**src/design/dpsr_pkg.sv**
```systemverilog
// ----------------------------------------------------------------------------
// Digital pad serial responder package
// Shared constants and types for the pad responder.
// ----------------------------------------------------------------------------
`default_nettype none

package dpsr_pkg;

  localparam int unsigned POS_W     = 3;
  localparam int unsigned BYTE_W    = 8;
  localparam int unsigned BTN_W     = 16;
  localparam int unsigned BTN_IDX_W = 4;

  // Exchange sequence positions
  localparam logic [POS_W-1:0] POS_SELECT  = 3'd0;
  localparam logic [POS_W-1:0] POS_COMMAND = 3'd1;
  localparam logic [POS_W-1:0] POS_ID_HI   = 3'd2;
  localparam logic [POS_W-1:0] POS_BTN_LO  = 3'd3;
  localparam logic [POS_W-1:0] POS_BTN_HI  = 3'd4;

  // Link bytes
  localparam logic [BYTE_W-1:0] SEL_BYTE  = 8'h01;
  localparam logic [BYTE_W-1:0] CMD_BYTE  = 8'h42;
  localparam logic [BYTE_W-1:0] ID_LO     = 8'h41;
  localparam logic [BYTE_W-1:0] ID_HI     = 8'h5A;
  localparam logic [BYTE_W-1:0] IDLE_BYTE = 8'hFF;

  // Request kinds
  localparam logic REQ_EXCHANGE = 1'b0;
  localparam logic REQ_BUTTON   = 1'b1;

  localparam logic [BTN_W-1:0] LEVELS_RESET = 16'hFFFF;

  typedef struct packed {
    logic [POS_W-1:0] pos;
    logic [BTN_W-1:0] levels;
    logic [BTN_W-1:0] pending;
  } pad_state_t;

  typedef struct packed {
    logic                 req_type;
    logic [BYTE_W-1:0]    host_byte;
    logic [BTN_IDX_W-1:0] button_number;
    logic                 is_pressed;
  } pad_req_t;

endpackage

`default_nettype wire

```
**src/design/dpsr_core.sv**
```systemverilog
// ----------------------------------------------------------------------------
// Pad responder step logic
// Combinational update of the pad state for one transaction.
// ----------------------------------------------------------------------------
`default_nettype none

module dpsr_core (
  input  wire dpsr_pkg::pad_state_t      cur,
  input  wire dpsr_pkg::pad_req_t        req,
  output dpsr_pkg::pad_state_t           nxt,
  output logic [dpsr_pkg::BYTE_W-1:0]    reply,
  output logic                           has_reply
);

  logic [dpsr_pkg::BTN_W-1:0] bit_mask;

  assign bit_mask = dpsr_pkg::BTN_W'(1) << req.button_number;

  always_comb begin
    nxt       = cur;
    reply     = dpsr_pkg::IDLE_BYTE;
    has_reply = 1'b0;
    if (req.req_type == dpsr_pkg::REQ_BUTTON) begin
      // press lands at once; release only marks, merged after the next read
      if (req.is_pressed) begin
        nxt.levels = cur.levels & ~bit_mask;
      end else begin
        nxt.pending = cur.pending | bit_mask;
      end
    end else begin
      has_reply = 1'b1;
      case (cur.pos)
        dpsr_pkg::POS_SELECT: begin
          if (req.host_byte == dpsr_pkg::SEL_BYTE) begin
            nxt.pos = dpsr_pkg::POS_COMMAND;
          end
        end
        dpsr_pkg::POS_COMMAND: begin
          if (req.host_byte == dpsr_pkg::CMD_BYTE) begin
            nxt.pos = dpsr_pkg::POS_ID_HI;
            reply   = dpsr_pkg::ID_LO;
          end else begin
            nxt.pos = dpsr_pkg::POS_SELECT;
          end
        end
        dpsr_pkg::POS_ID_HI: begin
          nxt.pos = dpsr_pkg::POS_BTN_LO;
          reply   = dpsr_pkg::ID_HI;
        end
        dpsr_pkg::POS_BTN_LO: begin
          nxt.pos           = dpsr_pkg::POS_BTN_HI;
          reply             = cur.levels[7:0];
          nxt.levels[7:0]   = cur.levels[7:0] | cur.pending[7:0];
          nxt.pending[7:0]  = '0;
        end
        dpsr_pkg::POS_BTN_HI: begin
          nxt.pos           = dpsr_pkg::POS_SELECT;
          reply             = cur.levels[15:8];
          nxt.levels[15:8]  = cur.levels[15:8] | cur.pending[15:8];
          nxt.pending[15:8] = '0;
        end
        default: begin
          nxt.pos = dpsr_pkg::POS_SELECT;
        end
      endcase
    end
  end

endmodule

`default_nettype wire

```
**src/design/digital_pad_serial_responder.sv**
```systemverilog
// ----------------------------------------------------------------------------
// Digital pad serial responder
// Pad side of a byte-exchange serial link with button event tracking.
// ----------------------------------------------------------------------------
// Takes one transaction per clock when not stalled: each is either a host
// byte exchange or a button event. A transaction is captured in an input
// register, then the step logic updates the pad state and, for an
// exchange, loads the reply into the output register, from which it is
// offered to the receiver. Button events produce no reply and never wait
// for the output side. The input stalls only when an exchange sits in the
// input register while the output register holds a reply that is itself
// stalled.
// ----------------------------------------------------------------------------
`default_nettype none

module digital_pad_serial_responder (
  input  wire                               clk,
  input  wire                               rst_n,
  input  wire                               in_valid,
  output logic                              in_stall,
  input  wire                               in_req_type,
  input  wire  [dpsr_pkg::BYTE_W-1:0]       in_host_byte,
  input  wire  [dpsr_pkg::BTN_IDX_W-1:0]    in_button_number,
  input  wire                               in_is_pressed,
  output logic                              out_valid,
  input  wire                               out_stall,
  output logic [dpsr_pkg::BYTE_W-1:0]       out_reply_byte
);

  // Input register stage
  logic                 s1_valid_r;
  dpsr_pkg::pad_req_t   s1_req_r;

  // Pad state and output register
  dpsr_pkg::pad_state_t state_r;
  dpsr_pkg::pad_state_t state_nxt;
  logic                 out_valid_r;
  logic [dpsr_pkg::BYTE_W-1:0] out_reply_r;
  logic [dpsr_pkg::BYTE_W-1:0] reply_nxt;
  logic                 has_reply;

  logic out_free;
  logic s1_fire;
  logic in_fire;

  dpsr_core u_core (
    .cur       (state_r),
    .req       (s1_req_r),
    .nxt       (state_nxt),
    .reply     (reply_nxt),
    .has_reply (has_reply)
  );

  // Output register can take a reply when empty or being drained.
  assign out_free = !out_valid_r || !out_stall;
  // Button events advance regardless of the output side.
  assign s1_fire  = s1_valid_r && (s1_req_r.req_type == dpsr_pkg::REQ_BUTTON || out_free);
  assign in_stall = s1_valid_r && !s1_fire;
  assign in_fire  = in_valid && !in_stall;

  always_ff @(posedge clk) begin
    if (!rst_n) begin
      s1_valid_r <= 1'b0;
    end else if (in_fire) begin
      s1_valid_r <= 1'b1;
    end else if (s1_fire) begin
      s1_valid_r <= 1'b0;
    end
  end

  // Capture payload on accept; hold otherwise.
  always_ff @(posedge clk) begin
    if (in_fire) begin
      s1_req_r.req_type      <= in_req_type;
      s1_req_r.host_byte     <= in_host_byte;
      s1_req_r.button_number <= in_button_number;
      s1_req_r.is_pressed    <= in_is_pressed;
    end
  end

  // Advance pad state with each processed transaction.
  always_ff @(posedge clk) begin
    if (!rst_n) begin
      state_r.pos     <= dpsr_pkg::POS_SELECT;
      state_r.levels  <= dpsr_pkg::LEVELS_RESET;
      state_r.pending <= '0;
    end else if (s1_fire) begin
      state_r <= state_nxt;
    end
  end

  always_ff @(posedge clk) begin
    if (!rst_n) begin
      out_valid_r <= 1'b0;
    end else if (s1_fire && has_reply) begin
      out_valid_r <= 1'b1;
    end else if (!out_stall) begin
      out_valid_r <= 1'b0;
    end
  end

  always_ff @(posedge clk) begin
    if (s1_fire && has_reply) begin
      out_reply_r <= reply_nxt;
    end
  end

  assign out_valid      = out_valid_r;
  assign out_reply_byte = out_reply_r;

  // Sequence position stays within the five used positions.
  a_pos_range: assert property (@(posedge clk) disable iff (!rst_n)
    state_r.pos == dpsr_pkg::POS_SELECT || state_r.pos == dpsr_pkg::POS_COMMAND ||
    state_r.pos == dpsr_pkg::POS_ID_HI || state_r.pos == dpsr_pkg::POS_BTN_LO ||
    state_r.pos == dpsr_pkg::POS_BTN_HI)
    else $error("sequence position out of range");

  // Every processed exchange leaves a reply in the output register.
  a_exchange_reply: assert property (@(posedge clk) disable iff (!rst_n)
    s1_fire && s1_req_r.req_type == dpsr_pkg::REQ_EXCHANGE |=> out_valid_r)
    else $error("exchange produced no reply");

  // Reading the high button byte clears its pending releases.
  a_hi_merge: assert property (@(posedge clk) disable iff (!rst_n)
    s1_fire && s1_req_r.req_type == dpsr_pkg::REQ_EXCHANGE &&
    state_r.pos == dpsr_pkg::POS_BTN_HI |=> state_r.pending[15:8] == '0)
    else $error("high lane releases not merged");

  // Stall only ever holds back a waiting exchange.
  a_stall_cause: assert property (@(posedge clk) disable iff (!rst_n)
    in_stall |-> s1_valid_r && s1_req_r.req_type == dpsr_pkg::REQ_EXCHANGE &&
    out_valid_r && out_stall)
    else $error("input stalled without cause");

endmodule

`default_nettype wire
```
**config.mk**
```make
export PLATFORM = sky130hd
export DESIGN_NAME = digital_pad_serial_responder
export DESIGN_NICKNAME = d
export VERILOG_FILES = /design/src/design/dpsr_pkg.sv /design/src/design/dpsr_core.sv /design/src/design/digital_pad_serial_responder.sv
export SDC_FILE = /design/constraint.sdc
export NUM_CORES = 1
export LEC_CHECK = 0
export BUFFER_PORTS_ARGS = -buffer_cell sky130_fd_sc_hd__buf_2
export CAP_MARGIN = 0
export CORE_UTILIZATION = 61
export DETAILED_ROUTE_END_ITERATION = 12
export GPL_TIMING_DRIVEN = 0
export PLACE_DENSITY = 0.9
export SLEW_MARGIN = 20
export SYNTH_ARGS = -nofsm -noshare
export SYNTH_HDL_FRONTEND = slang
export SYNTH_SLANG_ARGS = --single-unit
```
**constraint.sdc**
```tcl
create_clock -name clk -period 4.2 [get_ports clk]
set_input_delay 0.63 -clock clk [delete_from_list [all_inputs] [get_ports clk]]
set_output_delay 0.63 -clock clk [all_outputs]
set_load 0.02 [all_outputs]
```
==> metrics <==
fraction of layout cells with a size suffix above 1 22.4%; Simple-Gate Fraction of Synth Area 18.5%; worst r2r path cells 3; Post-CTS Setup Bufs 0; Fin. Hold Viols 0; Min-Delay Path Class in2reg; Compound-Gate Fraction of Synth Area 19.5%; xor/xnor share of the synthesized area 0%; adder-cell area share of the yosys netlist 0%; worst r2r src s1_req_r[7]; Post-DRT Antenna Nets 0; Initial Utilization 64.0%; area delta synth->final 19.2%; Post-Synthesis Cell Area 0.00236 mm^2; CP max-delay cell edfxtp_1; CTS Hold Bufs 0; cts bufs inserted 9; RR Endpoint out_reply_byte[4]; Leak 1.00 nW; hold depth 1; PortBufs 27; die span in x 64.2 um; routed via count 1,967; Pwr Total 0.00133 W; largest family of logic cells by synthesized area compound AO/OA/AOI/OAI gates; Place WS 1.94 ns; Required @ worst endpoint 3.57 ns; crit path DAT 1.47 ns; origin of the worst min-delay path in_host_byte[4]; Cells after Synth 202; Tmin final 2.10 ns; fin. max-slew vios 0; Worst Hold End s1_req_r[9]; CTS root buf clkbuf_8; initial antenna violation count 0; number of setup violations in the final report 0; outcome finished clean; total track usage 28.2%; clk_lat worst skew 0.33 ns; Iter 0 DRT Violations 158; worst-path maximum fanout 5; # IOs 28; crit start category register; Residual DRC 0; #FFs+latches synth 59; Post-CTS Resized 0; clock tree buffer depth 2; Worst-Margin Slew 0.725 ns; commonest cells after routing, fill and taps aside 37 x dfxtp_1, 32 x buf_2, 22 x edfxtp_1; Final Cell Area 0.00281 mm^2; Syn. warnings 0; Max Cap Viol 0; CTS Sinks 59; first-pass GRT wire length 8520 um; Worst Path Class, Setup reg2out; DRT Wirelength 5250 um; Post-Synthesis Net Count 220; mux share of post-synthesis cell area 0%; Clock Skew 0.00975 ns; R2R Setup Slk 2.39 ns; area of the core 0.00369 mm^2; # nets final 258; dpl hpwl 3670 um; Final Cycle Share 49.9%; # rows 22; fin util 76.3%; CTS clk-pin slew, worst paths 0.06 ns; number of global-route vias before repair 1,818; GRT overflow 0; DIE AREA 0.00412 mm^2; Crit. End Element output pin; Setup Total Neg Slack 0 ns; CTS tree done; post-synthesis sequential area ratio 59.4%; RePlAce Congestion 0.880; Placed Area 0.00255 mm^2; PnR worst setup slack 2.10 ns; antenna cells 0; largest net degree at the start of global routing 15; die height 64.2 um; commonest non-fill, non-tap cell in the layout dfxtp_1; H-tree lvl count 3; Power per Cell Area 474 mW/mm^2; max incr delay on CP 0.40 ns; vias per inst 6.71; Synth cell types 34; maximum vdd drop 0.000351 V; Routed WL per cell 17.9 um; RSZ-0062 raised after global routing false; fmax 0.477 GHz; CP Cell Sequence nand2b_1 > nor2_1 > buf_2; Syn Area/Cell 11.7 um^2; DRT Pass-1 Iters 5; Relative slew margins 51.5%
[cells in the mapped netlist]
| library cell | n | area [um^2] |
|---|---|---|
| and2_1 | 1 | 6.26 |
| o21ai_0 | 1 | 5.00 |
| o21a_1 | 1 | 7.51 |
| or3b_2 | 3 | 26.3 |
| a32o_2 | 1 | 11.3 |
| nor2b_1 | 5 | 31.3 |
| clkbuf_1 | 9 | 33.8 |
| nand3_1 | 18 | 90.1 |
| a21oi_1 | 3 | 15.0 |
| a21o_1 | 1 | 7.51 |
| o211ai_1 | 2 | 15.0 |
| a22o_1 | 12 | 105 |
| o31ai_1 | 18 | 135 |
| nand3b_1 | 3 | 22.5 |
| a32o_1 | 4 | 40.0 |
| nor4_1 | 2 | 12.5 |
| o21bai_1 | 1 | 7.51 |
| or4_4 | 1 | 11.3 |
| nand4_1 | 16 | 100 |
| dfxtp_1 | 37 | 741 |
| o221a_2 | 1 | 11.3 |
| a31oi_1 | 2 | 12.5 |
| nor3b_2 | 1 | 12.5 |
| edfxtp_1 | 22 | 661 |
| or4b_1 | 1 | 10.0 |
| inv_1 | 1 | 3.75 |
| nor4_4 | 1 | 21.3 |
| o41ai_1 | 4 | 35.0 |
| buf_2 | 5 | 25.0 |
| a221oi_1 | 6 | 52.6 |
| nand2b_1 | 6 | 37.5 |
| and3b_1 | 1 | 8.76 |
| nor2_1 | 8 | 30.0 |
| nand2_1 | 4 | 15.0 |
[sequential cells by signal, summed over array words and instances, names as in the netlist]
register	flops
s1_valid_r	1
out_valid	1
state_r	35
out_reply_byte	8
s1_req_r	14
[worst max path at each step]
stage            startpoint          end  slack, ns
5_1_grt        s1_req_r[13]     in_stall       2.05
6_report       s1_req_r[13]     in_stall       2.10
3_5_place_dp      out_stall  s1_req_r[1]       1.94
4_1_cts        s1_req_r[13]     in_stall       2.19
3_3_place_gp      out_stall  s1_req_r[1]       2.02
2_1_floorplan     out_stall  s1_req_r[0]       2.24
[area by class of cell]
cell class	count	area (um^2)
Buffer	14	58.8
Inverter	1	3.75
Sequential cell	59	1400
Clock inverter	5	125
Timing Repair Buffer	27	135
Fill cell	269	875
Multi-Input combinational cell	128	898
Tap cell	48	60.1
Clock buffer	11	131
[where the power goes]
part	switching (W)	internal [W]	total, W
Clock	0.000210	0.000454	0.000664
Combinational	0.0000377	0.0000183	0.0000561
Sequential	0.00000785	0.000605	0.000613
[logic make-up after synthesis]
kind of cell           count (synthesis)
AOI/OAI and AO/OA                     57
DFF                                   59
and+or+nand+nor                       71
buffers and inverters                 15
[per-layer routing]
layer | vias up | global-route usage [%] | part of all wire (%)
li1 | 894 | - | -
met1 | 942 | 34.1 | 40
met2 | 113 | 46.4 | 48
met3 | 18 | 7.68 | 8.8
met4 | 0 | 13.9 | 2.7
met5 | - | 0 | 0
[worst max-delay path, delay by kind of cell, from the launching register on]
family | cells | cell delay [ns]
DFF | 1 | 0.40
buffers and inverters | 1 | 0.23
and+or+nand+nor | 2 | 0.52
[metrics by stage]
stage                     hold WS [ns]  instances
after floorplan                  0.442        202
after global placement           0.454        277
after detailed placement         0.469        277
after CTS                        0.469        293
after global routing             0.460        293
final                            0.477        293
(Power assumes the default switching activity.)
